<file path="src/sv/gec_pkg.sv">
// shared constants and types of the gradient energy filter
`default_nettype none
package gec_pkg;

  // default sizing
  localparam int DEF_MAX_WIDTH  = 2048;
  localparam int DEF_MAX_HEIGHT = 1024;
  localparam int DEF_MAX_TAPS   = 15;
  localparam int DEF_COEFF_BITS = 16;

  // fixed field widths
  localparam int PIX_BITS     = 8;
  localparam int WIDTH_BITS   = 12;
  localparam int HEIGHT_BITS  = 11;
  localparam int HALF_BITS    = 3;
  localparam int CFG_BITS     = 12;
  localparam int CFG_IDX_BITS = 2;
  localparam int OP_BITS      = 2;
  localparam int CIDX_BITS    = 8;
  localparam int CVAL_BITS    = 16;
  localparam int ENERGY_BITS  = 63;
  localparam int CX_BITS      = 11;
  localparam int CY_BITS      = 10;

  // opcodes
  localparam logic [OP_BITS-1:0] OP_LOAD_X = 2'd0;
  localparam logic [OP_BITS-1:0] OP_LOAD_Y = 2'd1;
  localparam logic [OP_BITS-1:0] OP_PIXEL  = 2'd2;

  // register indexes
  localparam logic [CFG_IDX_BITS-1:0] REG_WIDTH  = 2'd0;
  localparam logic [CFG_IDX_BITS-1:0] REG_HEIGHT = 2'd1;
  localparam logic [CFG_IDX_BITS-1:0] REG_HALF   = 2'd2;

  // register reset values
  localparam logic [WIDTH_BITS-1:0]  RST_WIDTH  = 12'd1056;
  localparam logic [HEIGHT_BITS-1:0] RST_HEIGHT = 11'd704;
  localparam logic [HALF_BITS-1:0]   RST_HALF   = 3'd1;

  // energy saturation
  localparam logic [63:0] E_MAX    = 64'h7FFF_FFFF_FFFF_FFFF;
  localparam logic [63:0] ROOT_MAX = 64'd3037000499;

  // control word from the sequencer to the energy unit
  typedef struct packed {
    logic clear;
    logic tap_valid;
    logic last;
  } mac_ctrl_t;

endpackage
`default_nettype wire

</file>
<file path="src/sv/gec_energy.sv">
// multiply-accumulate of both kernels, then squares and saturated sum
`default_nettype none
module gec_energy import gec_pkg::*; #(
  parameter int MAX_TAPS   = DEF_MAX_TAPS,
  parameter int COEFF_BITS = DEF_COEFF_BITS
) (
  input  logic                         clk,
  input  logic                         rst,
  input  mac_ctrl_t                    ctrl,
  input  logic [PIX_BITS-1:0]          tap,
  input  logic signed [COEFF_BITS-1:0] coef_x,
  input  logic signed [COEFF_BITS-1:0] coef_y,
  output logic                         done,
  output logic [ENERGY_BITS-1:0]       energy
);

  localparam int KSIZE     = MAX_TAPS * MAX_TAPS;
  localparam int PROD_BITS = COEFF_BITS + PIX_BITS + 1;
  localparam int ACC_BITS  = PROD_BITS + $clog2(KSIZE);

  logic signed [PROD_BITS-1:0] tap_ext, cx_ext, cy_ext;
  logic signed [PROD_BITS-1:0] prod_x, prod_y;
  logic signed [ACC_BITS-1:0]  acc_x, acc_y;
  logic [ACC_BITS-1:0]         mag_x, mag_y;
  logic                        v1, l1;
  logic [2:0]                  ph;
  logic [63:0]                 op64, sq_raw, sq_val, sq_x, sq_y, sum;
  logic [31:0]                 op_lo;

  assign tap_ext = PROD_BITS'({1'b0, tap});
  assign cx_ext  = PROD_BITS'(coef_x);
  assign cy_ext  = PROD_BITS'(coef_y);

  // product stage
  always_ff @(posedge clk) begin
    prod_x <= tap_ext * cx_ext;
    prod_y <= tap_ext * cy_ext;
  end

  // accumulate stage and square phase control
  always_ff @(posedge clk) begin
    if (rst) begin
      v1   <= 1'b0;
      l1   <= 1'b0;
      ph   <= 3'b000;
      done <= 1'b0;
    end else begin
      v1   <= ctrl.tap_valid;
      l1   <= ctrl.tap_valid & ctrl.last;
      ph   <= {ph[1:0], v1 & l1};
      done <= ph[2];
    end
  end

  always_ff @(posedge clk) begin
    if (ctrl.clear) begin
      acc_x <= '0;
      acc_y <= '0;
    end else if (v1) begin
      acc_x <= acc_x + ACC_BITS'(prod_x);
      acc_y <= acc_y + ACC_BITS'(prod_y);
    end
  end

  // magnitudes
  assign mag_x = acc_x[ACC_BITS-1] ? ACC_BITS'(-acc_x) : ACC_BITS'(acc_x);
  assign mag_y = acc_y[ACC_BITS-1] ? ACC_BITS'(-acc_y) : ACC_BITS'(acc_y);

  // one shared squarer, x then y
  always_comb begin
    op64   = ph[0] ? 64'(mag_x) : 64'(mag_y);
    op_lo  = op64[31:0];
    sq_raw = op_lo * op_lo;
    sq_val = (op64 > ROOT_MAX) ? E_MAX : sq_raw;
    sum    = sq_x + sq_y;
  end

  always_ff @(posedge clk) begin
    if (ph[0]) begin
      sq_x <= sq_val;
    end
    if (ph[1]) begin
      sq_y <= sq_val;
    end
    if (ph[2]) begin
      energy <= (sum > E_MAX) ? E_MAX[ENERGY_BITS-1:0] : sum[ENERGY_BITS-1:0];
    end
  end

endmodule
`default_nettype wire

</file>
<file path="config.mk">
export PLATFORM = sky130hd
export DESIGN_NAME = gec_energy
export DESIGN_NICKNAME = d
export VERILOG_FILES = /design/src/sv/gec_pkg.sv /design/src/sv/gec_energy.sv
export SDC_FILE = /design/constraint.sdc
export NUM_CORES = 2
export LEC_CHECK = 0
export ABC_AREA = 1
export BUFFER_PORTS_ARGS = -buffer_cell sky130_fd_sc_hd__buf_2
export CORE_UTILIZATION = 65
export DETAILED_ROUTE_END_ITERATION = 8
export PLACE_DENSITY = 0.83
export REMOVE_ABC_BUFFERS = 1
export SLEW_MARGIN = 20
export SYNTH_ARGS = -nofsm -noshare
export SYNTH_HDL_FRONTEND = slang
export SYNTH_SLANG_ARGS = --single-unit
</file>
<file path="constraint.sdc">
create_clock -name clk -period 24 [get_ports clk]
set_clock_uncertainty 0.05 [all_clocks]
set_input_delay 1.2 -clock clk [delete_from_list [all_inputs] [get_ports clk]]
set_output_delay 1.2 -clock clk [all_outputs]
set_load 0.01 [all_outputs]
</file>
# Word-level counts from Yosys, hierarchy flattened
# Cells that the tools add are included.
[word_totals]
regBits = 313
output_inout_bits = 64
word_cells = 27
[classes]
n_addsub = 5
n_mul = 3
magnitude_cmp = 2
n_mux = 4
bitwise_logic = 2
[ops]
columns = ["operator", "n"]
rows = [
  ["$mux 33", 3],
  ["$add 33x25->33", 2],
  ["$neg 33->33", 2],
  ["$add 64x64->64", 1],
  ["$gt 64x63->1 const B", 1],
  ["$mul 32x32->64", 1],
  ["$mux 64", 1],
  ["$mul 9x16->25", 2],
  ["$gt 33x32->1 const B", 1],
  ["$and 1x1->1", 2],
]

# Depth between registers and ports, before layout
[logic_depth]
depth_word = 5
mapped_depth = 41
ltp_nobuf = 40

# Least setup slack after synthesis
# No wires, ideal clock.
[synth_timing]
kind = "reg-to-reg"
start = "register ph[0]"
end = "register sq_x[50], data pin"
setup_ps = 267
t_arrival_ps = 9159
required_time_ps = 23683
path_slack_ps = 14524
path_stages_with_launch = 38
period_less_slack_ps = 9476
cell_sequence = "dfxtp_1 -> buf_2 -> inv_1 -> buf_2 -> buf_2 -> nand3_1 -> nand2_1 -> buf_2 -> inv_1 -> clkbuf_1 -> nor2_1 -> fa_1 -> inv_1 -> fa_1 -> inv_1 -> fa_1 -> inv_1 -> fa_1 -> [... 2 more ...] -> fa_1 -> fa_1 -> inv_1 -> fa_1 -> inv_1 -> ha_1 -> nand2_1 -> nor2_1 -> inv_1 -> nor4_1 -> nand3_1 -> nand3_1 -> nand2_1 -> inv_1 -> nor2_1 -> nand2_1 -> nand2_1 -> nand3b_1"
[synth_between]
elab_chain_len = 3
[synth_rtl]
columns = ["element", "line_no", "rtl"]
rows = [
  ["from (decl)", "gec_energy.sv:26", "logic [2:0] ph;"],
  ["from (signal assigned)", "gec_energy.sv:50", "ph <= {ph[1:0], v1 & l1};"],
  ["$mux 33 (*)", "gec_energy.sv:71", "op64 = ph[0] ? 64'(mag_x) : 64'(mag_y);"],
  ["$mul 32x32->64 or $gt 33x32->1 (tied branches)", "gec_energy.sv:73, gec_energy.sv:74", ""],
  ["$mux 64 (*)", "gec_energy.sv:74", "sq_val = (op64 > ROOT_MAX) ? E_MAX : sq_raw;"],
  ["via sq_val[50]", "gec_energy.sv:27", "logic [63:0] op64, sq_raw, sq_val, sq_x, sq_y, sum;"],
  ["to (signal assigned)", "gec_energy.sv:80", "sq_x <= sq_val;"],
  ["to (decl)", "gec_energy.sv:27", ""],
]
# Mark *: on every way through the listed nets, which the timed path passes. The rest lies on a longest branch.
# A chain may end at the register's enable or synchronous reset.

# Worst setup path in the final report
[layout_timing]
start = "register acc_x[32]"
end = "register sq_x[50], data pin"
[layout_between]
elab_chain_len = 5
[layout_rtl]
columns = ["element", "line_no", "rtl"]
rows = [
  ["from (decl)", "gec_energy.sv:23", "logic signed [ACC_BITS-1:0] acc_x, acc_y;"],
  ["from (signal assigned)", "gec_energy.sv:60", "acc_x <= acc_x + ACC_BITS'(prod_x);"],
  ["$neg 33->33", "gec_energy.sv:66", "assign mag_x = acc_x[ACC_BITS-1] ? ACC_BITS'(-acc_x) : ACC_BITS'(acc_x);"],
  ["$mux 33 (*)", "gec_energy.sv:66", ""],
  ["$mux 33 (*)", "gec_energy.sv:71", ""],
  ["parallel branches: the longest is 1 deep, another holds $mul 32x32->64", "-", ""],
  ["$mux 64 (*)", "gec_energy.sv:74", ""],
  ["via sq_val[50]", "gec_energy.sv:27", ""],
]
# Mark *: on every way through the listed nets, which the timed path passes.

==> out/results.txt <==
After detailed routing, the number of remaining DRC violations is 0. The initial antenna violation count came out at 3. The latest clock arrival within the worst-skew pair is 0.59 ns, and the number of cells on the worst reg-to-reg path is 33. The highest layer touched by signal routing is met5. The number of instances resized during post-cts repair is 0, and the number of flip-flops and latches in the synthesized netlist is 313. Entering global routing, the biggest net connects 101 pins.

The vias per cell was 5.735. Yosys printed 0 warnings. The shortest clock period the worst path allows after layout works out to 10.07 ns. Sorting the synthesized cells by area gives the leading types as sky130_fd_sc_hd__fa_1 (34%), sky130_fd_sc_hd__inv_1 (12%), sky130_fd_sc_hd__ha_1 (11%). The hold path startpoint is l1$_SDFF_PP0_. The final RePlAce weighted congestion was 1.011; the number of setup violations in the final report was 0. The number of clock buffers added by TritonCTS is 31. The run gives 63590 µm as the wire length on met1. Measured against its own limit, the worst slew margin works out to 20.63%. The die covers 92770 µm².

The final cycle utilization of the critical path is 41.97%. TritonCTS built the clock tree. The tools report the final core utilization as 68.75%. The worst setup path is captured at a register. Classification of the worst-slack hold path: reg -> reg.

The floorplan core area came out at 90290 µm². In the final layout, the share of cells above drive strength 1 is 4.014%. The final max-slew violation count was 0; the aggregate routed wire length was 173100 µm.

The number of buffers added on ports was 108. The endpoint with the worst hold slack is ph[0]$_SDFF_PP0_. Worst flop-to-flop path startpoint: acc_x[32]$_SDFFE_PP0P_. The post-synthesis average cell area was 8.031 µm². Async set-reset flop share out of synthesis: 0%. The data required time at the worst endpoint is 24.27 ns, and the post-synthesis sequential area ratio is 13.74%. The antenna violation net count after detailed routing is 0. Setup total negative slack on the finished layout was measured at 0 ns. The number of enable flip-flop cells after synthesis was 191. Summing every instance area after synthesis gives 59510 µm². Worst flop-to-flop path endpoint: sq_x[50]$_DFFE_PP_. In this run the count of I/O pins placed on the die edge is 109. Relative to the synthesized area, the layout overhead comes to 4.306%. Dominant synthesized flop cell: sky130_fd_sc_hd__edfxtp_1.

For this configuration, the core starts out at a cell density of 65.91%. Clock-pin slew was measured on the worst setup and hold paths at 0.07 ns. The detailed router placed 49330 vias in this run. For this run, the top clock speed supported by timing is 0.09928 GHz.

The number of endpoints with negative hold slack in the final report was 0; the endpoint arrival time on the critical path was 10.34 ns. The worst register-to-register path has a setup slack of 13.93 ns. The logs give 1 for the number of H-tree levels and 4183 for the first-iteration detailed-routing DRC count. Counting stages on the worst path, the most repeated cell is sky130_fd_sc_hd__fa_1. The number of hold buffers added after CTS was 0. The critical-path cell with the highest stage delay is sky130_fd_sc_hd__clkinv_1. Of the post-synthesis cell area, the dominant cell type holds 33.81%. The tools report the number of max-cap violations as 0.

The flow ran to the end, and the final reports show no timing, DRC or antenna violations. The synthesized design spends more area on one cell type than any other, namely sky130_fd_sc_hd__fa_1. The number of sinks on the clock net was 313; the via count of the first global-routing pass was 51830.

In the detailed route, the total length drawn on met3 is 15670 µm. The vertical die dimension is 304.6 µm, and the layout net count is 8962. After detailed routing, the average wire length per cell comes to 20.12 µm. The peak per-stage delay on the critical path was 0.78 ns. The peak fanout along the critical path was 30. Buffer type at the clock tree root: sky130_fd_sc_hd__clkbuf_16. Across every metal layer, demand over resource in global routing totals 37.79%. Post-CTS timing repair inserted 0 buffers for setup.

Counting instances in the post-synthesis netlist gives the leading cell types as sky130_fd_sc_hd__inv_1 (1884), sky130_fd_sc_hd__nand2_1 (1164), sky130_fd_sc_hd__fa_1 (1005). Global routing finished with a remaining overflow of 0. The number of rows created at floorplan was 110. The cell with the most instances after synthesis was sky130_fd_sc_hd__inv_1. The transition at the pin with the smallest max-transition slack is 1.189 ns. Counting distinct cell types in the post-synthesis netlist gives 52.

Detailed placement ended at an HPWL of 141600 µm. The wire length on met2 was 84550 µm; the global-route wire length before repair was 273900 µm. The worst setup path is launched from a register. Setup repair after global routing left no endpoint under its margin.

The worst hold path was traced through 2 stages. Counting along the longest clock path gives a buffer depth of 3. For this run, the detailed router's first-pass iteration total came to 8. The post-synthesis cell count was 7410. The floorplan step set the die width to 304.6 µm. Worst setup path category: reg -> reg.
## worst max-delay path by stage
stage,slack [ns],startpoint,endpoint
2_1_floorplan,13.31,ph[0]$_SDFF_PP0_,sq_x[59]$_DFFE_PP_
3_3_place_gp,14.27,acc_x[32]$_SDFFE_PP0P_,sq_x[59]$_DFFE_PP_
3_5_place_dp,14.15,acc_x[32]$_SDFFE_PP0P_,sq_x[50]$_DFFE_PP_
4_1_cts,14.14,acc_x[32]$_SDFFE_PP0P_,sq_x[50]$_DFFE_PP_
5_1_grt,13.53,acc_x[32]$_SDFFE_PP0P_,sq_x[50]$_DFFE_PP_
6_report,13.93,acc_x[32]$_SDFFE_PP0P_,sq_x[50]$_DFFE_PP_
## sequential cells by signal, summed over array words and instances (netlist names)
name    count
sq_x       64
energy     63
acc_x      33
v1          1
sq_y       64
prod_y     25
prod_x     25
acc_y      33
ph          3
done        1
l1          1
## cell type report
type / instances / area [µm²]
Multi-Input combinational cell: 4998 / 43290
Antenna cell: 2 / 5.005
Tap cell: 1176 / 1471
Fill cell: 7360 / 28210
Clock buffer: 37 / 829.5
Sequential cell: 313 / 8184
Timing Repair Buffer: 152 / 870.8
Inverter: 1904 / 7151
Clock inverter: 20 / 266.5
## metal layers
layer | vias up | track usage (%)
met5 | - | 0
met4 | 4 | 16.93
met3 | 632 | 6.947
met2 | 2386 | 65.17
met1 | 23890 | 46.17
li1 | 22420 | -
## per-stage QoR
step / area (µm²) / worst slack, ns / hold slack, ns / std cells
3_3_place_gp: 60970 / 14.27 / 0.3946 / 8543
3_5_place_dp: 60970 / 14.15 / 0.3958 / 8543
5_1_grt: 62070 / 13.53 / 0.4360 / 8600
6_report: 62070 / 13.93 / 0.4235 / 8602
4_1_cts: 62070 / 14.14 / 0.4071 / 8600
2_1_floorplan: 58610 / 13.31 / 0.3545 / 7215
## logic make-up (layout without fill, tap and decap cells)
family	count (synthesis)	in the layout	share of synthesized area [%]
adder cells (fa/ha/maj)	1517	1517	44.57
XOR/XNOR	230	230	3.398
other	1	4	0.006302
flip-flops	313	313	13.74
buffers and inverters	2100	2113	13.54
AO/OA/AOI/OAI	827	827	7.805
AND/OR/NAND/NOR	2422	2422	16.94
## worst max-delay path: cells and delay by family (launching register included)
family	cells	cell delay, ns
buffers and inverters	10	1.88
AOI/OAI and AO/OA	1	0.24
and+or+nand+nor	13	2.61
adders and majority gates	9	4.45
DFF	1	0.51
## placed cells by master, fill, tap and decap left out, types with 10 or more instances in the layout
master and count:
sky130_fd_sc_hd__inv_1 1884, sky130_fd_sc_hd__nand2_1 1163, sky130_fd_sc_hd__fa_1 1005, sky130_fd_sc_hd__nor2_1 815, sky130_fd_sc_hd__ha_1 512, sky130_fd_sc_hd__a21oi_1 357
sky130_fd_sc_hd__o21ai_0 251, sky130_fd_sc_hd__nand3_1 235, sky130_fd_sc_hd__edfxtp_1 191, sky130_fd_sc_hd__xor2_1 125, sky130_fd_sc_hd__dfxtp_1 119, sky130_fd_sc_hd__buf_2 108
sky130_fd_sc_hd__xnor2_1 104, sky130_fd_sc_hd__o21bai_1 46, sky130_fd_sc_hd__buf_4 44, sky130_fd_sc_hd__nand4_1 40, sky130_fd_sc_hd__a31oi_1 38, sky130_fd_sc_hd__nand3b_1 37
sky130_fd_sc_hd__a21o_1 34, sky130_fd_sc_hd__nor3_1 34, sky130_fd_sc_hd__nand3_2 34, sky130_fd_sc_hd__clkbuf_16 32, sky130_fd_sc_hd__nor4_1 25, sky130_fd_sc_hd__a21boi_0 21
sky130_fd_sc_hd__o211ai_1 20, sky130_fd_sc_hd__nand2_2 20, sky130_fd_sc_hd__o21a_1 17, sky130_fd_sc_hd__inv_2 10
Power is left out: the tool's default activity adds up to more than one toggle a clock period on the data nets, which glitch-free logic cannot reach.
