$ cat config.mk
export PLATFORM = sky130hd
export DESIGN_NAME = gec_ram
export DESIGN_NICKNAME = d
export VERILOG_FILES = /design/src/sv/gec_ram.sv
export SDC_FILE = /design/constraint.sdc
export NUM_CORES = 1
export LEC_CHECK = 0
export ABC_AREA = 1
export ABC_CLOCK_PERIOD_IN_PS = 1300
export BUFFER_PORTS_ARGS = -buffer_cell sky130_fd_sc_hd__buf_2
export CELL_PAD_IN_SITES_DETAIL_PLACEMENT = 1
export CELL_PAD_IN_SITES_GLOBAL_PLACEMENT = 2
export CORE_MARGIN = 10
export CORE_UTILIZATION = 40
export CTS_CLUSTER_SIZE = 30
export DETAILED_ROUTE_END_ITERATION = 16
export GPL_TIMING_DRIVEN = 0
export PLACE_DENSITY = 0.77
export SLEW_MARGIN = 20
export SYNTH_ARGS = -nofsm -noshare
export SYNTH_HDL_FRONTEND = slang
export SYNTH_SLANG_ARGS = --single-unit
$ cat constraint.sdc
create_clock -name clk -period 1.3 [get_ports clk]
set_input_delay 0.26 -clock clk [delete_from_list [all_inputs] [get_ports clk]]
set_output_delay 0.26 -clock clk [all_outputs]
set_load 0.005 [all_outputs]
$ cat src/sv/gec_ram.sv
// generic single-write, registered-read ram
`default_nettype none
module gec_ram #(
  parameter int WIDTH = 8,
  parameter int DEPTH = 16
) (
  input  logic                     clk,
  input  logic                     we,
  input  logic [$clog2(DEPTH)-1:0] waddr,
  input  logic [WIDTH-1:0]         wdata,
  input  logic [$clog2(DEPTH)-1:0] raddr,
  output logic [WIDTH-1:0]         rdata
);

  logic [WIDTH-1:0] mem [DEPTH];

  // write and registered read
  always_ff @(posedge clk) begin
    if (we) begin
      mem[waddr] <= wdata;
    end
    rdata <= mem[raddr];
  end

endmodule
`default_nettype wire

* Word level (Yosys, flattened, before mapping) *
Memories as Yosys holds them, arrays and structs flattened. A register that Yosys moved wholly into a read port is not among the register bits.
Index checks and enable logic that the tools add are counted.
W data, S select, Z words.

word-level totals
  word-level logic and storage cells = 3
  bits in read-only memories = 0
  bits in latches = 0
  output and inout bits = 8
  bits in writable memories = 128
  flip-flop bits (word level) = 0
  bits of input ports = 18
  memories kept = 1

memory list
  memory  words  bits a word  read ports  clocked after Yosys merged registers in  write ports  line  source
  mem     16     8            1           1                                        1            15    logic [WIDTH-1:0] mem [DEPTH];

cells by class
  div/mod/pow operators = 0
  bitwise logic cells = 0
  equality and inequality tests = 0
  magnitude comparators = 0
  $mul = 0
  mux-type cells = 2
  shift-type cells = 0
  $add $sub $neg = 0
  reductions and logical operators = 0

operators by type and width
  cell     count
  $mux W1  2

* Depth between registers and ports, before layout *
Gate-level depths: netlist of the first run.

  depth after elaboration = 2
  depth in mapped cells = 8
  mapped depth without buffers = 7

* Worst setup path after synthesis of the first run *
OpenSTA, ideal clock, no wires.

  kind = input -> register
  start point = input waddr[3]
  end point = memory mem[4][0] (enable)
  data required time = 930 ps
  slack = 89 ps
  path buffers = 0
  data arrival time = 841 ps
  stages on the path = 2
  library setup time = 370 ps
  cell sequence = nand3b_1 > nor2_1

RTL lines
  what             line  source
  start, declared  9     input logic [$clog2(DEPTH)-1:0] waddr,
  end, declared    15

Straight into the memory's write port.

* Final worst setup path of the first run *
  start point = input waddr[2]
  end point = memory mem[9][5] (enable)

Straight into the memory's write port.

==> impl_metrics.csv, run 1 <==
group,metric,value,unit
run_status,status,"completed",
timing,timing.slew.headroom,39.12,%
cts,root_buffer,"clkbuf_16",
final_layout,most-common-layout-cells,"nand2_1 (173), edfxtp_1 (128), inv_1 (100), nand3_1 (97), buf_2 (35)",
flow_run,drv_cap,0,
placed_design,dp_slack,-0.5668,ns
worst_setup_path,arrival,1.34,ns
final_layout,layout_commonest_cell,"nand2_1",
synthesis,syn_avg_cell_area,10.47,um^2
cts,h-tree-depth,4,
final_layout,final_nets,610,
timing,hold_viol_final,0,
synthesis,netlist_instances,551,
worst_setup_path,cp_max_fo,8,
final_layout,num-fill-cells,1542,
final_layout,diodes,0,
timing,period_share,99.45,%
timing,tightest_slew,0.9099,ns
floorplanning,dieArea,0.01962,mm^2
cts,cts_buffer_depth,2,
global_route,grt_pass1_wl,24.56,mm
final_layout,layout.cells.non_filler,785,
worst_setup_path,crit_path_end_kind,"flop",
timing,post-route-min-period,1.293,ns
detailed_routing,wl_per_cell,20.95,um
final_layout,fin_area,0.006780,mm^2
placed_design,gp_congestion,0.7813,
hold_path,worstHoldPathType,"input pin to flop",
synthesis,syn-cell-area,0.005767,mm^2
placed_design,dpl.hpwl,10.84,mm
detailed_routing,vias_per_cell,5.045,
cts,post_cts_buffers,0,
timing,fmax,773.5,MHz
cts,cts_hold_buffers,0,
final_layout,regArea,0.004004,mm^2
global_route,antenna_found_initial,0,
power,powerDensity,1615,mW/mm^2
power,total_leakage_power,2.922,nW
final_layout,drive_gt1_share,13.72,%
floorplanning,die_x,140.1,um
power,clkPwrFrac,48.9,%
final_layout,final_util,48.47,%
global_route,grt_pass1_vias,4108,
placed_design,dpl_cell_area,0.006102,mm^2
synthesis,synth_nets,569,
timing,setup_ws,0.007128,ns
cts,cts_buffers,17,
final_layout,multiInputGateArea,0.001234,mm^2
timing,drv_slew,0,
detailed_routing,drt_drc_violations_left,0,
final_layout,area_growth,17.57,%
global_route,grt_max_degree,17,
timing,worst_clock_skew,0.005329,ns
detailed_routing,drt_iter0_markers,321,
synthesis,synth_cell_types,12,
worst_setup_path,worstSetupPathType,"input pin to flop",
detailed_routing,ant_nets,0,
power,p_int,8.665,mW
power,p_sw_share,20.86,%
timing,rsz0062_at_grt,"true",
floorplanning,start_util,41.23,%
detailed_routing,dr.pass1.iters,5,
cts,clkTransAtPathRegs,0.06,ns
global_route,track_usage,17.06,%
power,p_seq_share,45.0,%
placed_design,dp.cells,753,
synthesis,ys_ff_latch,136,
detailed_routing,totalWireLength,16.45,mm
timing,tns,0,ns
floorplanning,ios,26,
placed_design,io_buffers,22,
timing,hold_slack,0.2370,ns
detailed_routing,dr_total_vias,3960,
cts,clock-sinks,136,
floorplanning,die_h,140.1,um
timing,setup_viol,0,
cts,cts_tree,"built",
floorplanning,rows,43,
worst_setup_path,required,1.34,ns
global_route,grt_overflow_total,0,
cts,clk_latency,0.42,ns
synthesis,yosysSeqAreaShare,69.43,%
power,power,10.95,mW
floorplanning,placeableCoreArea,0.01399,mm^2
worst_setup_path,cp-start-kind,"input pin",
power,netSwitchingPower,2.284,mW
power,ir_worst_vdd,0.8837,mV
power,combPwrFrac,6.1,%
synthesis,yosys_warnings,0,
-- synth_stat cells (all sizes together) --
| master | number | area (um^2) |
|---|---|---|
| buf | 24 | 166.4 |
| edfxtp | 128 | 3844 |
| inv | 102 | 382.9 |
| nand3b | 2 | 15.01 |
| nand2 | 173 | 649.4 |
| nor2 | 17 | 63.81 |
| dfxtp | 8 | 160.2 |
| nand3 | 97 | 485.5 |
-- what timing repair did --
action                                  in CTS  in global routing
gates resized for setup                      1                  6
endpoints found under the setup margin      40                 56
pin swaps                                    0                  0
gates cloned                                 0                  0
-- power by group through the flow --
stage | registers, mW | logic, mW | clock network [mW]
floorplan | 5.02 | 0.346 | 0
global placement | 5.01 | 0.649 | 0
detailed placement | 5.02 | 0.663 | 0
CTS | 4.93 | 0.669 | 5.42
global route | 4.94 | 0.732 | 5.63
finish | 4.93 | 0.667 | 5.35
-- per-layer routing --
layer  part of all wire [%]  vias to the layer above  GRT usage (%)
met3                    4.8                       23          4.091
met4                    1.6                        0          6.087
met1                     46                     1983          22.41
li1                       -                     1854              -
met5                      0                        -              0
met2                     48                      100          26.83
-- cell families after synthesis --
kind of cell | share of synthesized area, %
buf+inv | 9.525
simple gates | 21.05
flops | 69.43
-- path summary, 6_finish.rpt --
kind	depth (start not counted)	to	slack, ns	start
worst max-delay path	3	mem[9][5]$_DFFE_PP_	0.007	waddr[2]
worst min-delay path	1	mem[4][2]$_DFFE_PP_	0.24	wdata[2]
worst max register to register	6	rdata[4]$_DFF_P_	0.22	mem[5][4]$_DFFE_PP_
worst min register to register	6	rdata[5]$_DFF_P_	0.69	mem[13][5]$_DFFE_PP_
-- critical path, cell delays in order --
cell and delay, ns:
buf_2 0.12, nand3b_1 0.23, nor2_1 0.73
-- sequential cells by signal, summed over array words and instances (netlist names) --
register and flops:
rdata 8, mem 128
-- final cells by class --
class	instances	area share [%]
inverter	102	5.647
tap	180	3.322
timing repair buffer	22	1.624
buffer	24	2.454
multi-input combinational	289	18.20
sequential	136	59.05
clock inverter	14	3.377
clock buffer	18	6.330
No activity file was read; power rests on OpenSTA's default activity.
==> run 2, diff against run 1 <==
Settings changed: PLACE_DENSITY 0.77 to 0.86.
==> impl_metrics.csv, run 2 (synthesis results as in run 1) <==
group,metric,value,unit
cts,cts_hold_buffers,0,
timing,period_share,91.86,%
timing,tightest_slew,0.7483,ns
final_layout,final_nets,610,
final_layout,diodes,0,
floorplanning,die_x,140.1,um
power,total_leakage_power,2.871,nW
power,p_int,7.718,mW
cts,h-tree-depth,4,
detailed_routing,drt_iter0_markers,378,
detailed_routing,drt_drc_violations_left,0,
hold_path,min_delay_path_depth,1,
final_layout,num-fill-cells,1570,
power,powerDensity,1489,mW/mm^2
detailed_routing,wl_per_cell,20.21,um
cts,cts_tree,"built",
power,power,9.910,mW
cts,clkTransAtPathRegs,0.05,ns
final_layout,reg_top3,"mem: 128 flops, rdata: 8 flops",
final_layout,largest_register,"mem",
cts,cts_buffers,17,
worst_setup_path,cp_max_fo,8,
flow_run,drv_cap,0,
power,p_seq_share,49.7,%
detailed_routing,totalWireLength,15.87,mm
power,clkPwrFrac,43.5,%
floorplanning,dieArea,0.01962,mm^2
final_layout,largest_reg_flops,128,
final_layout,layout_commonest_cell,"nand2_1",
floorplanning,rows,43,
global_route,antenna_found_initial,0,
hold_path,worstHoldPathType,"input pin to flop",
timing,timing.slew.headroom,49.93,%
detailed_routing,dr.pass1.iters,5,
worst_setup_path,r2r_cells,6,
worst_setup_path,worstSetupPathType,"input pin to flop",
timing,setup_viol,0,
floorplanning,start_util,41.23,%
timing,drv_slew,0,
placed_design,io_buffers,22,
worst_setup_path,crit_path_end_kind,"flop",
floorplanning,ios,26,
power,ir_worst_vdd,0.6711,mV
worst_setup_path,required,1.35,ns
power,combPwrFrac,6.7,%
cts,root_buffer,"clkbuf_16",
cts,clock-sinks,136,
run_status,status,"completed",
cts,cts_buffer_depth,2,
timing,fmax,837.4,MHz
final_layout,drive_gt1_share,13.72,%
timing,post-route-min-period,1.194,ns
power,netSwitchingPower,2.193,mW
global_route,grt_overflow_total,0,
final_layout,area_growth,15.43,%
global_route,grt_max_degree,17,
final_layout,most-common-layout-cells,"nand2_1 (173), edfxtp_1 (128), inv_1 (100), nand3_1 (97), buf_2 (35)",
detailed_routing,vias_per_cell,5.057,
worst_setup_path,cp-start-kind,"input pin",
power,p_sw_share,22.13,%
placed_design,dp.cells,753,
timing,rsz0062_at_grt,"false",
placed_design,gp_congestion,0.7968,
timing,worst_clock_skew,0.004364,ns
worst_setup_path,arrival,1.25,ns
timing,hold_slack,0.2584,ns
detailed_routing,dr_total_vias,3970,
final_layout,layout.cells.non_filler,785,
timing,hold_viol_final,0,
global_route,grt_pass1_wl,24.39,mm
cts,clk_latency,0.43,ns
global_route,track_usage,16.49,%
floorplanning,die_h,140.1,um
global_route,grt_pass1_vias,4230,
placed_design,dpl.hpwl,10.73,mm
floorplanning,placeableCoreArea,0.01399,mm^2
detailed_routing,ant_nets,0,
-- run 2: changes by cell type in the layout (fill, tap and decap cells not counted), sizes merged --
cell	delta
clkinvlp	-2
clkinv	-2
bufinv	-6
clkbuf	+10
-- run 2: power groups by stage --
stage	combinational, mW	clock [mW]	sequential [mW]
2_1_floorplan	0.346	0	5.02
3_3_place_gp	0.637	0	5.01
3_5_place_dp	0.659	0	5.02
4_1_cts	0.667	4.37	4.93
5_1_grt	0.735	4.57	4.94
6_report	0.666	4.31	4.93
-- run 2: per-stage QoR --
step | instance area, um^2 | utilization, % | TNS (ns) | worst slack, ns
floorplan | 5767 | - | 0 | 0.08916
global placement | 6102 | 43.62 | -44.39 | -0.4385
detailed placement | 6102 | 43.62 | -49.03 | -0.5047
CTS | 6644 | 47.50 | 0 | 0.007317
global route | 6656 | 47.59 | 0 | 0.01158
finish | 6656 | 47.59 | 0 | 0.1058
-- run 2: path summary, 6_finish.rpt --
kind	from	slack, ns	end
max	waddr[1]	0.11	mem[1][2]$_DFFE_PP_
min	wdata[2]	0.26	mem[2][2]$_DFFE_PP_
max reg2reg	mem[14][7]$_DFFE_PP_	0.26	rdata[7]$_DFF_P_
min reg2reg	mem[6][2]$_DFFE_PP_	0.71	rdata[2]$_DFF_P_
-- run 2: final cells by class --
class | count | area, um^2 | share of cell area, %
Tap cell | 180 | 225.2 | 3.383
Clock buffer | 28 | 506.7 | 7.613
Multi-Input combinational cell | 289 | 1241 | 18.65
Timing Repair Buffer | 22 | 110.1 | 1.654
Inverter | 102 | 382.9 | 5.752
Buffer | 24 | 166.4 | 2.500
Clock inverter | 4 | 20.02 | 0.3008
Sequential cell | 136 | 4004 | 60.15
-- run 2: worst max-delay path: stages --
cell,delay [ns]
buf_2,0.11
inv_1,0.07
nand2_1,0.17
nor2_1,0.63
-- run 2: layer usage --
layer	vias up	GRT usage [%]	share of wire (%)
met5	-	0	0
met4	0	7.554	2.5
met3	30	3.651	5.5
met2	122	26.03	47
met1	1963	21.14	45
li1	1855	-	-
-- run 2: timing repair --
item                                   CTS  global route
setup endpoints to repair               32            32
buffers inserted                         0             0
endpoints found under the hold margin    0             0
gates resized for setup                  6             5
gates cloned                             0             0
==> run 3, diff against run 2 <==
Settings changed: CORE_UTILIZATION 40 to 30, CTS_BUF_LIST from default to sky130_fd_sc_hd__clkbuf_4 sky130_fd_sc_hd__clkbuf_8, PLACE_DENSITY 0.86 to 0.69.
==> impl_metrics.csv, run 3 (synthesis results as in run 1) <==
group,metric,value,unit
detailed_routing,wl_per_cell,18.65,um
run_status,status,"completed",
floorplanning,dieArea,0.02517,mm^2
timing,worst_clock_skew,0.01408,ns
detailed_routing,totalWireLength,16.13,mm
global_route,grt_pass1_wl,24.49,mm
worst_setup_path,r2r_cells,6,
cts,h-tree-depth,4,
floorplanning,rows,50,
final_layout,most-common-layout-cells,"nand2_1 (173), edfxtp_1 (128), inv_1 (100), nand3_1 (97), buf_2 (35)",
timing,setup_ws,0.08127,ns
flow_run,drv_cap,0,
floorplanning,die_x,158.6,um
global_route,grt_pass1_vias,3961,
cts,cts_buffers,17,
cts,clk_latency,0.45,ns
worst_setup_path,crit_path_max_incr_delay,0.63,ns
timing,hold_viol_final,0,
timing,setup_viol,0,
hold_path,worstHoldPathType,"input pin to flop",
timing,tns,0,ns
timing,fmax,820.5,MHz
final_layout,largest_reg_flops,128,
timing,tightest_slew,0.8510,ns
placed_design,io_buffers,22,
final_layout,drive_gt1_share,14.05,%
worst_setup_path,crit_path_end_kind,"flop",
floorplanning,ios,26,
worst_setup_path,critPathSlowestCell,"nor2_2",
detailed_routing,dr_total_vias,3772,
detailed_routing,vias_per_cell,4.361,
timing,period_share,93.75,%
power,ir_worst_vdd,0.6571,mV
placed_design,dpl.hpwl,10.96,mm
placed_design,gp_congestion,0.8236,
timing,rsz0062_at_grt,"true",
global_route,antenna_found_initial,0,
final_layout,final_util,35.56,%
power,total_leakage_power,2.841,nW
final_layout,layout_commonest_cell,"nand2_1",
cts,cts_hold_buffers,0,
cts,post_cts_buffers,0,
detailed_routing,drt_drc_violations_left,0,
timing,post-route-min-period,1.219,ns
placed_design,dpl_cell_area,0.006207,mm^2
floorplanning,placeableCoreArea,0.01883,mm^2
final_layout,largest_register,"mem",
final_layout,reg_top3,"mem: 128 flops, rdata: 8 flops",
worst_setup_path,cp_max_fo,8,
cts,ctsResizeCount,4,
detailed_routing,ant_nets,0,
final_layout,final_nets,610,
floorplanning,start_util,30.62,%
detailed_routing,dr.pass1.iters,4,
cts,clkTransAtPathRegs,0.07,ns
cts,cts_tree,"built",
placed_design,dp_slack,-0.6573,ns
worst_setup_path,worstSetupPathType,"input pin to flop",
worst_setup_path,path_cells,"buf_2 -> nand3b_1 -> nor2_2",
worst_setup_path,cp-start-kind,"input pin",
final_layout,area_growth,16.12,%
cts,root_buffer,"clkbuf_8",
timing,timing.slew.headroom,43.06,%
power,powerDensity,1452,mW/mm^2
timing,drv_slew,0,
floorplanning,die_h,158.6,um
worst_setup_path,arrival,1.29,ns
power,power,9.725,mW
detailed_routing,drt_iter0_markers,303,
final_layout,fin_area,0.006696,mm^2
cts,clock-sinks,136,
hold_path,min_delay_path_depth,1,
worst_setup_path,required,1.38,ns
global_route,grt_max_degree,17,
global_route,grt_overflow_total,0,
cts,cts_buffer_depth,2,
global_route,track_usage,13.61,%
final_layout,diodes,0,
-- run 3: worst max-delay path, delay by kind of cell --
kind,cells,cell delay (ns)
buf+inv,1,0.12
simple gates,2,0.91
-- run 3: layout make-up --
type                            instances  area, um^2
Fill cell                            2128       12130
Sequential cell                       136        4004
Timing Repair Buffer                   22       110.1
Buffer                                 24       166.4
Multi-Input combinational cell        289        1234
Tap cell                              260       325.3
Inverter                              102       382.9
Clock inverter                         13       225.2
Clock buffer                           19       249.0
-- run 3: final timing paths --
| check | from | to | slack, ns |
|---|---|---|---|
| worst min-delay path | wdata[2] | mem[5][2]$_DFFE_PP_ | 0.24 |
| worst max register to register | mem[8][1]$_DFFE_PP_ | rdata[1]$_DFF_P_ | 0.20 |
| worst min register to register | mem[12][4]$_DFFE_PP_ | rdata[4]$_DFF_P_ | 0.70 |
| worst max-delay path | waddr[3] | mem[7][4]$_DFFE_PP_ | 0.08 |
-- run 3: stage by stage --
step | hold WS [ns] | std cells
after floorplan | 0.3589 | 551
after global placement | 0.6442 | 833
after detailed placement | 0.6468 | 833
after CTS | 0.2065 | 865
after global routing | 0.2216 | 865
final | 0.2375 | 865
-- run 3: report_power, final --
| group | internal (mW) | switching, mW |
|---|---|---|
| logic | 0.189 | 0.470 |
| clock network | 2.51 | 1.64 |
| registers | 4.90 | 0.0250 |
| total | 7.60 | 2.13 |
-- run 3: layer usage --
metal  vias to the layer above  wire (um)  GRT usage (%)
li1                       1855          -              -
met1                      1814       7404          18.10
met2                        82       7519          21.06
met3                        21        732          2.617
met4                         0        472          6.087
met5                         -          0              0
