<file path="src/sv/gec_pkg.sv">
// shared constants and types of the gradient energy filter
`default_nettype none
package gec_pkg;

  // default sizing
  localparam int DEF_MAX_WIDTH  = 2048;
  localparam int DEF_MAX_HEIGHT = 1024;
  localparam int DEF_MAX_TAPS   = 15;
  localparam int DEF_COEFF_BITS = 16;

  // fixed field widths
  localparam int PIX_BITS     = 8;
  localparam int WIDTH_BITS   = 12;
  localparam int HEIGHT_BITS  = 11;
  localparam int HALF_BITS    = 3;
  localparam int CFG_BITS     = 12;
  localparam int CFG_IDX_BITS = 2;
  localparam int OP_BITS      = 2;
  localparam int CIDX_BITS    = 8;
  localparam int CVAL_BITS    = 16;
  localparam int ENERGY_BITS  = 63;
  localparam int CX_BITS      = 11;
  localparam int CY_BITS      = 10;

  // opcodes
  localparam logic [OP_BITS-1:0] OP_LOAD_X = 2'd0;
  localparam logic [OP_BITS-1:0] OP_LOAD_Y = 2'd1;
  localparam logic [OP_BITS-1:0] OP_PIXEL  = 2'd2;

  // register indexes
  localparam logic [CFG_IDX_BITS-1:0] REG_WIDTH  = 2'd0;
  localparam logic [CFG_IDX_BITS-1:0] REG_HEIGHT = 2'd1;
  localparam logic [CFG_IDX_BITS-1:0] REG_HALF   = 2'd2;

  // register reset values
  localparam logic [WIDTH_BITS-1:0]  RST_WIDTH  = 12'd1056;
  localparam logic [HEIGHT_BITS-1:0] RST_HEIGHT = 11'd704;
  localparam logic [HALF_BITS-1:0]   RST_HALF   = 3'd1;

  // energy saturation
  localparam logic [63:0] E_MAX    = 64'h7FFF_FFFF_FFFF_FFFF;
  localparam logic [63:0] ROOT_MAX = 64'd3037000499;

  // control word from the sequencer to the energy unit
  typedef struct packed {
    logic clear;
    logic tap_valid;
    logic last;
  } mac_ctrl_t;

endpackage
`default_nettype wire

</file>
<file path="src/sv/gec_cell.sv">
// one window column cell: holds a pixel column and passes it to its neighbor
`default_nettype none
module gec_cell import gec_pkg::*; #(
  parameter int TAPS = DEF_MAX_TAPS
) (
  input  logic                            clk,
  input  logic                            shift,
  input  logic [TAPS-1:0][PIX_BITS-1:0]   col_in,
  input  logic [$clog2(TAPS)-1:0]         row_sel,
  output logic [TAPS-1:0][PIX_BITS-1:0]   col_out,
  output logic [PIX_BITS-1:0]             tap
);

  logic [TAPS-1:0][PIX_BITS-1:0] col_q;

  // take the neighbor's column on a window shift
  always_ff @(posedge clk) begin
    if (shift) begin
      col_q <= col_in;
    end
  end

  assign col_out = col_q;
  // pixel at the selected window row
  assign tap     = col_q[row_sel];

endmodule
`default_nettype wire

</file>
<file path="config.mk">
export PLATFORM = sky130hd
export DESIGN_NAME = gec_cell
export DESIGN_NICKNAME = d
export VERILOG_FILES = /design/src/sv/gec_pkg.sv /design/src/sv/gec_cell.sv
export SDC_FILE = /design/constraint.sdc
export NUM_CORES = 1
export LEC_CHECK = 0
export ABC_AREA = 1
export BUFFER_PORTS_ARGS = -buffer_cell sky130_fd_sc_hd__buf_2
export CAP_MARGIN = 20
export CORE_MARGIN = 2
export CORE_UTILIZATION = 46
export CTS_CLUSTER_DIAMETER = 40
export DETAILED_ROUTE_END_ITERATION = 10
export PLACE_DENSITY = 0.8
export SYNTH_ARGS = -nofsm -noshare
export SYNTH_HDL_FRONTEND = slang
export SYNTH_SLANG_ARGS = --single-unit
</file>
<file path="constraint.sdc">
create_clock -name clk -period 1.6 [get_ports clk]
set_clock_uncertainty 0.2 [all_clocks]
set_input_delay 0.24 -clock clk [delete_from_list [all_inputs] [get_ports clk]]
set_output_delay 0.24 -clock clk [all_outputs]
set_load 0.01 [all_outputs]
</file>
; After elaboration in Yosys (flattened, before gate mapping)
; Index checks and enable logic that the tools add are counted.
[word_totals]
reg_bits = 120
inputBits = 126
out_inout_bits = 128
elab_cells = 18
[classes]
n_lt_le_gt_ge = 1
muxes = 2
[ops]
columns = op, n
row1 = $bmux 8 s4, 1
row2 = $mux 8, 1
row3 = $lt 4x5->1 const B, 1

; Logic depth before layout (Yosys ltp)
; Gate-level depths: netlist (run 1).
[depth]
ltp_word = 2
ltp_mapped = 8
ltp_nobuf = 7

; Worst setup path after synthesis (run 1)
; No wires, ideal clock.
[synth_timing]
path_type = input -> output
startpoint = input row_sel[2]
endpoint = output tap[5]
t_arrival_ns = 0.942
required_time_ns = 1.160
slack_ns = 0.218
cell_stages = 6
n_path_buf = 2
path_cell_list = buf_2 -> inv_1 -> buf_2 -> nand3_1 -> nand3_1 -> nand2_1
[synth_between]
elab_chain_len = 2
[synth_lines]
columns = element, line
row1 = start: declaration, gec_cell.sv:9  ; input logic [$clog2(TAPS)-1:0] row_sel,
row2 = $bmux 8 s4, gec_cell.sv:25  ; assign tap = col_q[row_sel];
row3 = $mux 8 (not written as such), gec_cell.sv:25
row4 = end: declaration, gec_cell.sv:11  ; output logic [PIX_BITS-1:0] tap
; Every way passes these cells. The select of a mux whose other input is x is not followed.

; Final worst setup path (run 1)
[layout_timing]
startpoint = register col_q (netlist bit col_out[49])
endpoint = output tap[1]
[layout_between]
elab_chain_len = 2
[layout_lines]
columns = element, line
row1 = start: declaration, gec_cell.sv:14  ; logic [TAPS-1:0][PIX_BITS-1:0] col_q;
row2 = start signal: assignment, gec_cell.sv:19  ; col_q <= col_in;
row3 = $bmux 8 s4, gec_cell.sv:25
row4 = $mux 8 (not written as such), gec_cell.sv:25
; Every way passes these cells. The select of a mux whose other input is x is not followed.

==> summary.md, run 1 <==
| Metric | Value |
|---|---|
| Status | complete, but fails checks |
| Failing checks | setup timing |
| Reg power frac | 41.4% |
| CP top delay family | simple AND/OR/NAND/NOR gates |
| DR vias | about 5300 |
| Total CTS buffers | 17 |
| Hpwl dp | 11.0 mm |
| WHS | around 0.20 ns |
| Nets | 1021 |
| Dominant cell type by area after synthesis | edfxtp_1 |
| Clock Tree Root | clkbuf_8 |
| Via density per instance | 5.07 |
| CTS tree | done |
| # clock sinks | 120 |
| Fin crit share | 128% |
| Power per cell area | 1050 nW/um2 |
| Slew @ Worst Pin | 0.430 ns |
| First-pass GRT wire length | 27.0 mm |
| Finished Layout Cells | 1049 |
| Crit path cell chain | inv_1, nand2_1, nand3_1, nand3_1, nand3_1, nand2_1, buf_6 |
| Largest net degree at the start of global routing | 41 |
| Hold path cells | 2 |
| RSZ-0062 raised after global routing | yes |
| Final max-slew violation count | 0 |
| Filler cells | a little under 600 |
| Die area | 12100 um2 |
| Leak Pwr | 4.39 nW |
| Hold endpoint | col_out[25] |
| Final wirelength | 19.4 mm |
| Final Cell Area | 9030 um2 |
| Layout cell share with drive strength beyond 1 | approximately two fifths |
| Drt initial violations | 508 |
| Slowest stage delay, CP | 0.41 ns |
| WP data arrival | 1.62 ns |
| DRC errors left | 0 |
| Sequential fraction of the synthesis area | 70.0% |
| Switching Share | 25.4% |
| Ys Warns | 0 |
| Mapped Cells | 483 |
| Mean Syn Cell Area | 10.7 um2 |
| Worst Setup Path Type | reg -> out |
| Maxcap violations | 0 |
| GRT Util Overall | 30.8% |
| Power, Total | 9.45 mW |
| F_max | 487 MHz |
| Fin. Hold Viols | 0 |
| Max_slew headroom | between 70% and 80% |
| Die X | 110 um |
| Largest register FFs | 120 |
| Place WS | -0.105 ns |
| Max clock buf depth | 2 |
| Syn_nets | 609 |
| Buf/Inv on CP | 2 |
| Worst vdd ir | 1060 uV |
| Worst Hold Launch | col_in[25] |
| Clk pin slew, worst setup/hold paths | 0.06 ns |
| Row count | 38 |
| Net Sw Power | 2.40 mW |
| Relative area change from synthesis to final layout | 75.3% |
| Core area | approximately 11000 um2 |
| RD Place Congestion | 0.761 |
| Routed WL per cell | 18.5 um |
| ANT nets after route | 0 |
| Crit path max fanout | 2 |
| Pint | 7.05 mW |
| Initial antenna violation count | 1 |
| Top cells by area, synth | edfxtp_1, nand3_1, nand2_1 |
| Port Buffer Count | 253 |
| Combinational cell fraction of total power | 16.8% |
| Worst EP required | 1.16 ns |
| Post-synthesis cell type count | 9 |
| CP Launch Type | flop |
| Min-delay worst type | in -> reg |
| Fin crit period | 2.06 ns |
| Placed cell area | between 6000 and 7000 um2 |
| Vias in the first global route | 5404 |
| Share of the synthesized area in the top cell type | 70.0% |
| Seq cells post-synth | 120 |
| Starting Density | 47.3% |
| Gr ovfl total | 0 |
| Die H | 110 um |
| Final Setup Violations | 29 |
| Clock share of power | 41.8% |
| CP max stage cell | edfxtp_1 |
| Num ports | 254 |
| DRT Pass-1 Iters | 8 |
| Critical Path End Type | primary output |
| Setup ws final | -0.455 ns |
| Mapped Area | 5150 um2 |
| Critical Path Most Common Cell | nand3_1 |
| Placed cell count | between 800 and 900 |
| Htree depth | 4 |
[synth_stat cells]
master / count
edfxtp_1: 120
clkbuf_1: 1
nand2_1: 136
inv_2: 2
buf_4: 1
nand3_1: 104
buf_6: 4
buf_2: 17
inv_1: 98
[layout by cell type (no fill, tap or decap), types with 2 or more instances in the layout]
cell,n
nand2_2,6
clkinvlp_4,4
buf_6,29
nand2_1,130
buf_12,7
nand3_1,67
bufinv_16,4
dlygate4sd3_1,121
buf_2,232
edfxtp_1,120
clkinv_2,3
inv_2,5
clkbuf_16,16
inv_1,95
nand3_2,37
buf_4,27
clkinv_1,2
[per-stage QoR]
stage	TNS, ns	utilization, %
final	-4.57	82.9
after global routing	-6.25	82.9
after CTS	-3.52	79.3
after detailed placement	-0.542	61.5
after global placement	-0.286	61.5
after floorplan	0	-
[routing by layer]
layer  GRT usage [%]  wire [um]
met1            32.3       6620
met2            53.7      10100
met3            10.9       1890
met4            16.8        788
met5               0          0
[layout make-up]
cell class                 instances  area [um2]  share of cell area (%)
clock inverter                    14         181                    2.01
multi-input combinational        240        1230                    13.6
sequential                       120        3600                    39.9
antenna                            1        2.50                  0.0277
inverter                         100         375                    4.16
timing repair buffer             416        3040                    33.7
tap                              140         175                    1.94
clock buffer                      18         418                    4.63
[cell families (layout without fill, tap and decap cells)]
family | count (synthesis) | count (layout) | synth area share, %
buffers and inverters | 123 | 548 | 10.0
DFF | 120 | 120 | 70.0
other | 0 | 1 | 0
and+or+nand+nor | 240 | 240 | 20.0
[worst max-delay path by stage]
stage | start | end | slack (ns) | cells after the start
floorplan | row_sel[2] | tap[5] | 0.22 | 6
global placement | row_sel[0] | tap[5] | -0.07 | 9
detailed placement | row_sel[0] | tap[5] | -0.11 | 9
CTS | col_out[65] | tap[1] | -0.40 | 7
global route | col_out[18] | tap[2] | -0.51 | 7
finish | col_out[49] | tap[1] | -0.46 | 7
[power by group through the flow]
stage	registers, mW	logic, mW	clock network [mW]
6_report	3.91	1.59	3.95
3_3_place_gp	3.95	1.08	0
2_1_floorplan	4.05	0.357	0
3_5_place_dp	3.95	1.10	0
5_1_grt	3.93	1.71	4.09
4_1_cts	3.89	1.38	3.90
[timing repair]
item | in CTS | in global routing
pin swaps | 13 | 22
setup endpoints to repair | 8 | 37
resized for setup | 20 | 62
endpoints found under the hold margin | 128 | 0
hold buffers | 121 | 0
setup buffers | 6 | 19
(Power assumes the default switching activity.)
==> inputs of run 2 (changes only) <==
- CORE_UTILIZATION: 46 -> 42
- PLACE_DENSITY: 0.8 -> 0.77
- clock period: 1.6 -> 1.88 ns (I/O delays scaled with it)
==> run 2 against run 1 <==
The flow still finishes with violations (setup timing). Cell area down 1.5%. Sequential share of layout area up 0.60 points. Worst hold slack worse by 0.11 ns. First-iteration DRC count down 17%. Combinational power down 18%. Clock-buffer cell count up 1. Final cell count up 0.67%. Critical path type unchanged. Critical endpoint is now tap[7].
==> summary.md, run 2 (synthesized netlist as in run 1, its figures left out) <==
| Metric | Value |
|---|---|
| Power per cell area | 873 nW/um2 (-17%) |
| Starting Density | 42.9% (-4.4 points) |
| Crit path cell chain | inv_1, nand2_1, nand3_2, nand3_2, nand3_2, nand2_2, buf_6 |
| Gr ovfl total | 0 (unchanged) |
| Vias in the first global route | 4822 (-11%) |
| Critical Path Most Common Cell | nand3_2 |
| Pint | 5.89 mW (-16%) |
| Switching Share | 24.2% (-1.1 points) |
| Worst EP required | 1.40 ns (+0.24 ns) |
| Final Setup Violations | 4 (-86%) |
| GRT Util Overall | 26.5% (-4.3 points) |
| Setup ws final | -0.0166 ns (+0.439 ns) |
| Slowest stage delay, CP | 0.41 ns (about the same) |
| DRC errors left | 0 (unchanged) |
| ANT nets after route | 0 (unchanged) |
| Core area | 12000 um2 (+10%) |
| Min-delay worst type | in -> reg |
| Die area | 13200 um2 (+9.2%) |
| # clock sinks | 120 (unchanged) |
| Hold path cells | 1 (-1) |
| Clk pin slew, worst setup/hold paths | 0.05 ns (about the same) |
| Die X | 115 um (+4.5%) |
| Clock share of power | 40.5% (-1.3 points) |
| Net Sw Power | 1.88 mW (-21%) |
| Largest net degree at the start of global routing | 43 (+4.9%) |
| Worst Setup Path Type | reg -> out |
| Place WS | 0.0648 ns (+0.170 ns) |
| Worst vdd ir | 880 uV (-17%) |
| Via density per instance | 4.67 (-7.9%) |
| Layout cell share with drive strength beyond 1 | 41.5% (+0.55 points) |
| DR vias | 4931 (-7.3%) |
| Most common cell after layout, fill and taps aside | buf_2 |
| Total CTS buffers | 17 (unchanged) |
| Nets | 1022 (+0.098%) |
| Failing checks | setup timing |
| RSZ-0062 raised after global routing | yes |
| CP Launch Type | flop |
| Power, Total | 7.77 mW (-18%) |
| RD Place Congestion | 0.798 (+4.9%) |
| Fin crit share | 101% |
| CP max stage cell | edfxtp_1 |
| Leak Pwr | 4.34 nW (-1.0%) |
| Row count | 40 (+5.3%) |
| Drt initial violations | 421 (-17%) |
| Htree depth | 4 (unchanged) |
| F_max | 527 MHz |
| Max_slew headroom | 76.1% (+4.8 points) |
| Port Buffer Count | 253 (unchanged) |
| CP top delay family | flip-flops |
| Buf/Inv on CP | 2 (unchanged) |
| Maxcap violations | 0 (unchanged) |
| Combinational cell fraction of total power | 16.7% (about the same) |
| TNS Setup | -0.0317 ns (+4.54 ns) |
| Fin crit period | 1.90 ns |
| Fin. Hold Viols | 0 (unchanged) |
| Largest register FFs | 120 (unchanged) |
| Final max-slew violation count | 0 (unchanged) |
| Clock Tree Root | clkbuf_16 |
| Critical Path End Type | primary output |
| Routed WL per cell | 16.8 um (-9.2%) |
| Reg power frac | 42.8% (+1.4 points) |
| CTS tree | done |
| Most frequent cells in the layout | buf_2, nand2_1, edfxtp_1, dlygate4sd3_1, inv_1 |
| Status | complete, but fails checks |
| Max clock buf depth | 2 (unchanged) |
| Relative area change from synthesis to final layout | 72.7% |
| Slew @ Worst Pin | 0.358 ns (-0.0719 ns) |
| Worst path depth | 7 (unchanged) |
| Hpwl dp | 10.8 mm (-1.2%) |
| Num ports | 254 (unchanged) |
| Die H | 115 um (+4.5%) |
| Final wirelength | 17.8 mm (-8.6%) |
| Initial antenna violation count | 0 (-1) |
| Crit path max fanout | 2 (unchanged) |
| WP data arrival | 1.41 ns (-0.21 ns) |
| DRT Pass-1 Iters | 5 (-3) |
| First-pass GRT wire length | 25.7 mm (-4.6%) |
## run 2: cell count changes in the layout (fill, tap and decap cells not counted), moves of 3 or more
cell,delta
nand2_1,-5
nand2_2,+5
buf_2,+12
buf_6,-21
buf_4,+12
clkinvlp_4,-3
## run 2: cell type report
class,count,area (um2)
antenna,1,2.50
clock buffer,19,433
clock inverter,12,134
fill,794,3120
inverter,100,375
multi-input combinational,240,1240
sequential,120,3600
tap,147,184
timing repair buffer,417,2930
## run 2: timing repair
item / CTS / global route
endpoints found under the hold margin: 120 / 0
setup endpoints to repair: 8 / 8
buffers inserted: 10 / 17
resized for setup: 23 / 37
hold buffers: 120 / 0
pin swaps: 11 / 22
## run 2: power by group through the flow
stage          Clock, mW  Combinational (mW)  Sequential (mW)
2_1_floorplan          0               0.304             3.45
3_3_place_gp           0               0.918             3.36
3_5_place_dp           0               0.924             3.37
4_1_cts             3.15                1.18             3.32
5_1_grt             3.33                1.41             3.34
6_report            3.15                1.30             3.32
## run 2: final timing paths
| check | start | slack, ns | end |
|---|---|---|---|
| worst min-delay path | shift | 0.09 | col_out[24] |
| worst max-delay path | col_out[71] | -0.02 | tap[7] |
## run 2: routing by layer
| layer | part of all wire (%) | global-route usage, % | vias to the layer above |
|---|---|---|---|
| li1 | - | - | 2392 |
| met1 | 36 | 29.6 | 2280 |
| met2 | 53 | 47.3 | 232 |
| met3 | 8.2 | 9.54 | 27 |
| met4 | 1.9 | 9.00 | 0 |
| met5 | 0 | 0 | - |
## run 2: metrics by stage
step	cell area, um2	std cells	hold WS [ns]	utilization [%]
6_report	8900	1056	0.0885	74.1
3_5_place_dp	6670	877	0.260	55.5
4_1_cts	8620	1038	0.0729	71.8
3_3_place_gp	6670	877	0.259	55.5
2_1_floorplan	5150	483	0.181	-
5_1_grt	8890	1055	0.0760	74.0
==> inputs of run 3 (changes only) <==
- CELL_PAD_IN_SITES_DETAIL_PLACEMENT: default -> 1
- CELL_PAD_IN_SITES_GLOBAL_PLACEMENT: default -> 2
- CORE_UTILIZATION: 42 -> 24
- PLACE_DENSITY: 0.77 -> default
- PLACE_DENSITY_LB_ADDON: default -> 0.1
==> run 3 against run 2 <==
The run still ends with setup timing left. Worst setup slack got worse by 0.049 ns. Sequential share of layout area shrank 1.6 points. Sequential power about the same. Clock power is 16% higher. Die area rose by 72%. Combinational power hardly changed. Cell area up 4.1%. Flip-flop and latch count did not move. First-iteration DRC count shrank 59%.
==> summary.md, run 3 (synthesized netlist as in run 1, its figures left out) <==
| Metric | Value |
|---|---|
| Status | complete, but fails checks |
| Failing checks | setup timing |
| RSZ-0062 raised after global routing | yes |
| Final max-slew violation count | 0 (unchanged) |
| Clk pin slew, worst setup/hold paths | 0.06 ns (about the same) |
| Fin crit period | 1.95 ns (+0.0489 ns) |
| Fin. Hold Viols | 0 (unchanged) |
| Clock Tree Root | clkbuf_16 |
| Critical Path Most Common Cell | nand3_2 |
| Filler cells | 2337 (+190%) |
| Die H | 151 um (+31%) |
| Die X | 151 um (+31%) |
| CTS tree | done |
| Max clock buf depth | 2 (unchanged) |
| Crit path cell chain | inv_1, nand2_1, nand3_2, nand3_2, nand3_2, nand2_2, buf_2 |
| DRC errors left | 0 (unchanged) |
| Gr ovfl total | 0 (unchanged) |
| Slowest stage delay, CP | 0.41 ns (about the same) |
| Largest net degree at the start of global routing | 65 (+51%) |
| CP Launch Type | flop |
| F_max | 514 MHz (-2.5%) |
| GRT Util Overall | 17.4% (-9.2 points) |
| Crit path max fanout | 2 (unchanged) |
| WHS | 0.183 ns (+0.0947 ns) |
| Relative area change from synthesis to final layout | 79.7% |
| CP top delay family | simple AND/OR/NAND/NOR gates |
| Buf/Inv on CP | 2 (unchanged) |
| Htree depth | 4 (unchanged) |
| Hold endpoint | col_out[103] |
| Hpwl dp | 13.6 mm (+25%) |
| CP max stage cell | edfxtp_1 |
| RD Place Congestion | 0.723 (-9.4%) |
| Final Core Density | 44.0% (-30 points) |
| Largest register FFs | 120 (unchanged) |
| # clock sinks | 120 (unchanged) |
| Min-delay worst type | in -> reg |
| Leak Pwr | 4.44 nW (+2.2%) |
| ANT nets after route | 0 (unchanged) |
| Core area | 21000 um2 (+75%) |
| Worst Hold Launch | shift |
| First-pass GRT wire length | 29.5 mm (+15%) |
| Vias in the first global route | 5374 (+11%) |
| Register Area | 3600 um2 (unchanged) |
| Most common cell after layout, fill and taps aside | buf_2 |
| DR vias | 4935 (+0.081%) |
| # diodes | 0 (-1) |
| Initial antenna violation count | 1 (+1) |
| Setup ws final | -0.0656 ns (-0.0489 ns) |
| DRT Pass-1 Iters | 4 (-1) |
| Row count | 53 (+33%) |
| Hold path cells | 2 (+1) |
| Routed WL per cell | 16.6 um (-1.3%) |
| Power, Total | 8.29 mW (+6.6%) |
| Maxcap violations | 0 (unchanged) |
| Fin crit share | 103% (+2.6 points) |
| Starting Density | 24.5% (-18 points) |
| Worst vdd ir | 513 uV (-42%) |
| Port Buffer Count | 253 (unchanged) |
| Placed cell area | 6830 um2 (+2.4%) |
| Layout cell share with drive strength beyond 1 | 43.9% (+2.4 points) |
| Num ports | 254 (unchanged) |
| Most frequent cells in the layout | buf_2, nand2_1, edfxtp_1, dlygate4sd3_1, inv_1 |
| Die area | 22700 um2 (+72%) |
| Power per cell area | 895 nW/um2 (+2.5%) |
| Nets | 1027 (+0.49%) |
| Critical Path End Type | primary output |
| Drt initial violations | 173 (-59%) |
| Worst EP required | 1.40 ns (about the same) |
| TNS Setup | -0.209 ns (-0.177 ns) |
| Worst Setup Path Type | reg -> out |
| Slew @ Worst Pin | 0.393 ns (+0.0350 ns) |
| Final wirelength | 19.8 mm (+11%) |
| Worst path depth | 7 (unchanged) |
| Via density per instance | 4.15 (-11%) |
| Total CTS buffers | 17 (unchanged) |
| WP data arrival | 1.46 ns (+0.05 ns) |
| Final Setup Violations | 6 (+2) |
| Final Cell Area | 9260 um2 (+4.1%) |
| Max_slew headroom | 73.8% (-2.3 points) |
| Area of the multi-input gates | 1340 um2 (+7.9%) |
## run 3: stage by stage
| stage | worst slack (ns) | instances |
|---|---|---|
| 2_1_floorplan | 0.414 | 483 |
| 3_3_place_gp | -0.000441 | 1005 |
| 3_5_place_dp | -0.0278 | 1005 |
| 4_1_cts | -0.0694 | 1175 |
| 5_1_grt | -0.167 | 1189 |
| 6_report | -0.0656 | 1189 |
## run 3: area by class of cell
type	instances	share of cell area (%)
sequential	120	38.9
timing repair buffer	422	31.8
multi-input combinational	240	14.4
clock buffer	18	4.64
inverter	100	4.06
tap	275	3.72
clock inverter	14	2.39
## run 3: what timing repair did
action                     4_1_cts  5_1_grt
hold buffers                   120        0
setup endpoints to repair        8        8
resized for setup               43       33
pin swaps                       15       21
hold endpoints to repair       120        0
buffers inserted                18       14
## run 3: metal layers
metal / GRT usage, % / up-vias / routed length, um
met5: 0 / - / 0
met4: 5.24 / 0 / 313
met3: 4.91 / 20 / 1200
met2: 29.4 / 158 / 9910
met1: 21.5 / 2352 / 8340
li1: - / 2405 / -
## run 3: worst max path at each step
stage / end / startpoint / slack [ns]
after floorplan: tap[5] / row_sel[2] / 0.41
after global placement: tap[0] / row_sel[0] / -0.0004
after detailed placement: tap[2] / row_sel[0] / -0.03
after CTS: tap[0] / col_out[72] / -0.07
after global routing: tap[0] / col_out[64] / -0.17
final: tap[0] / col_out[64] / -0.07
## run 3: where the power goes
| group | total, mW | leakage (nW) | switching (mW) | internal [mW] |
|---|---|---|---|---|
| combinational | 1.33 | 2.96 | 0.674 | 0.659 |
| clock | 3.64 | 0.307 | 1.28 | 2.36 |
| sequential | 3.31 | 1.17 | 0.122 | 3.19 |
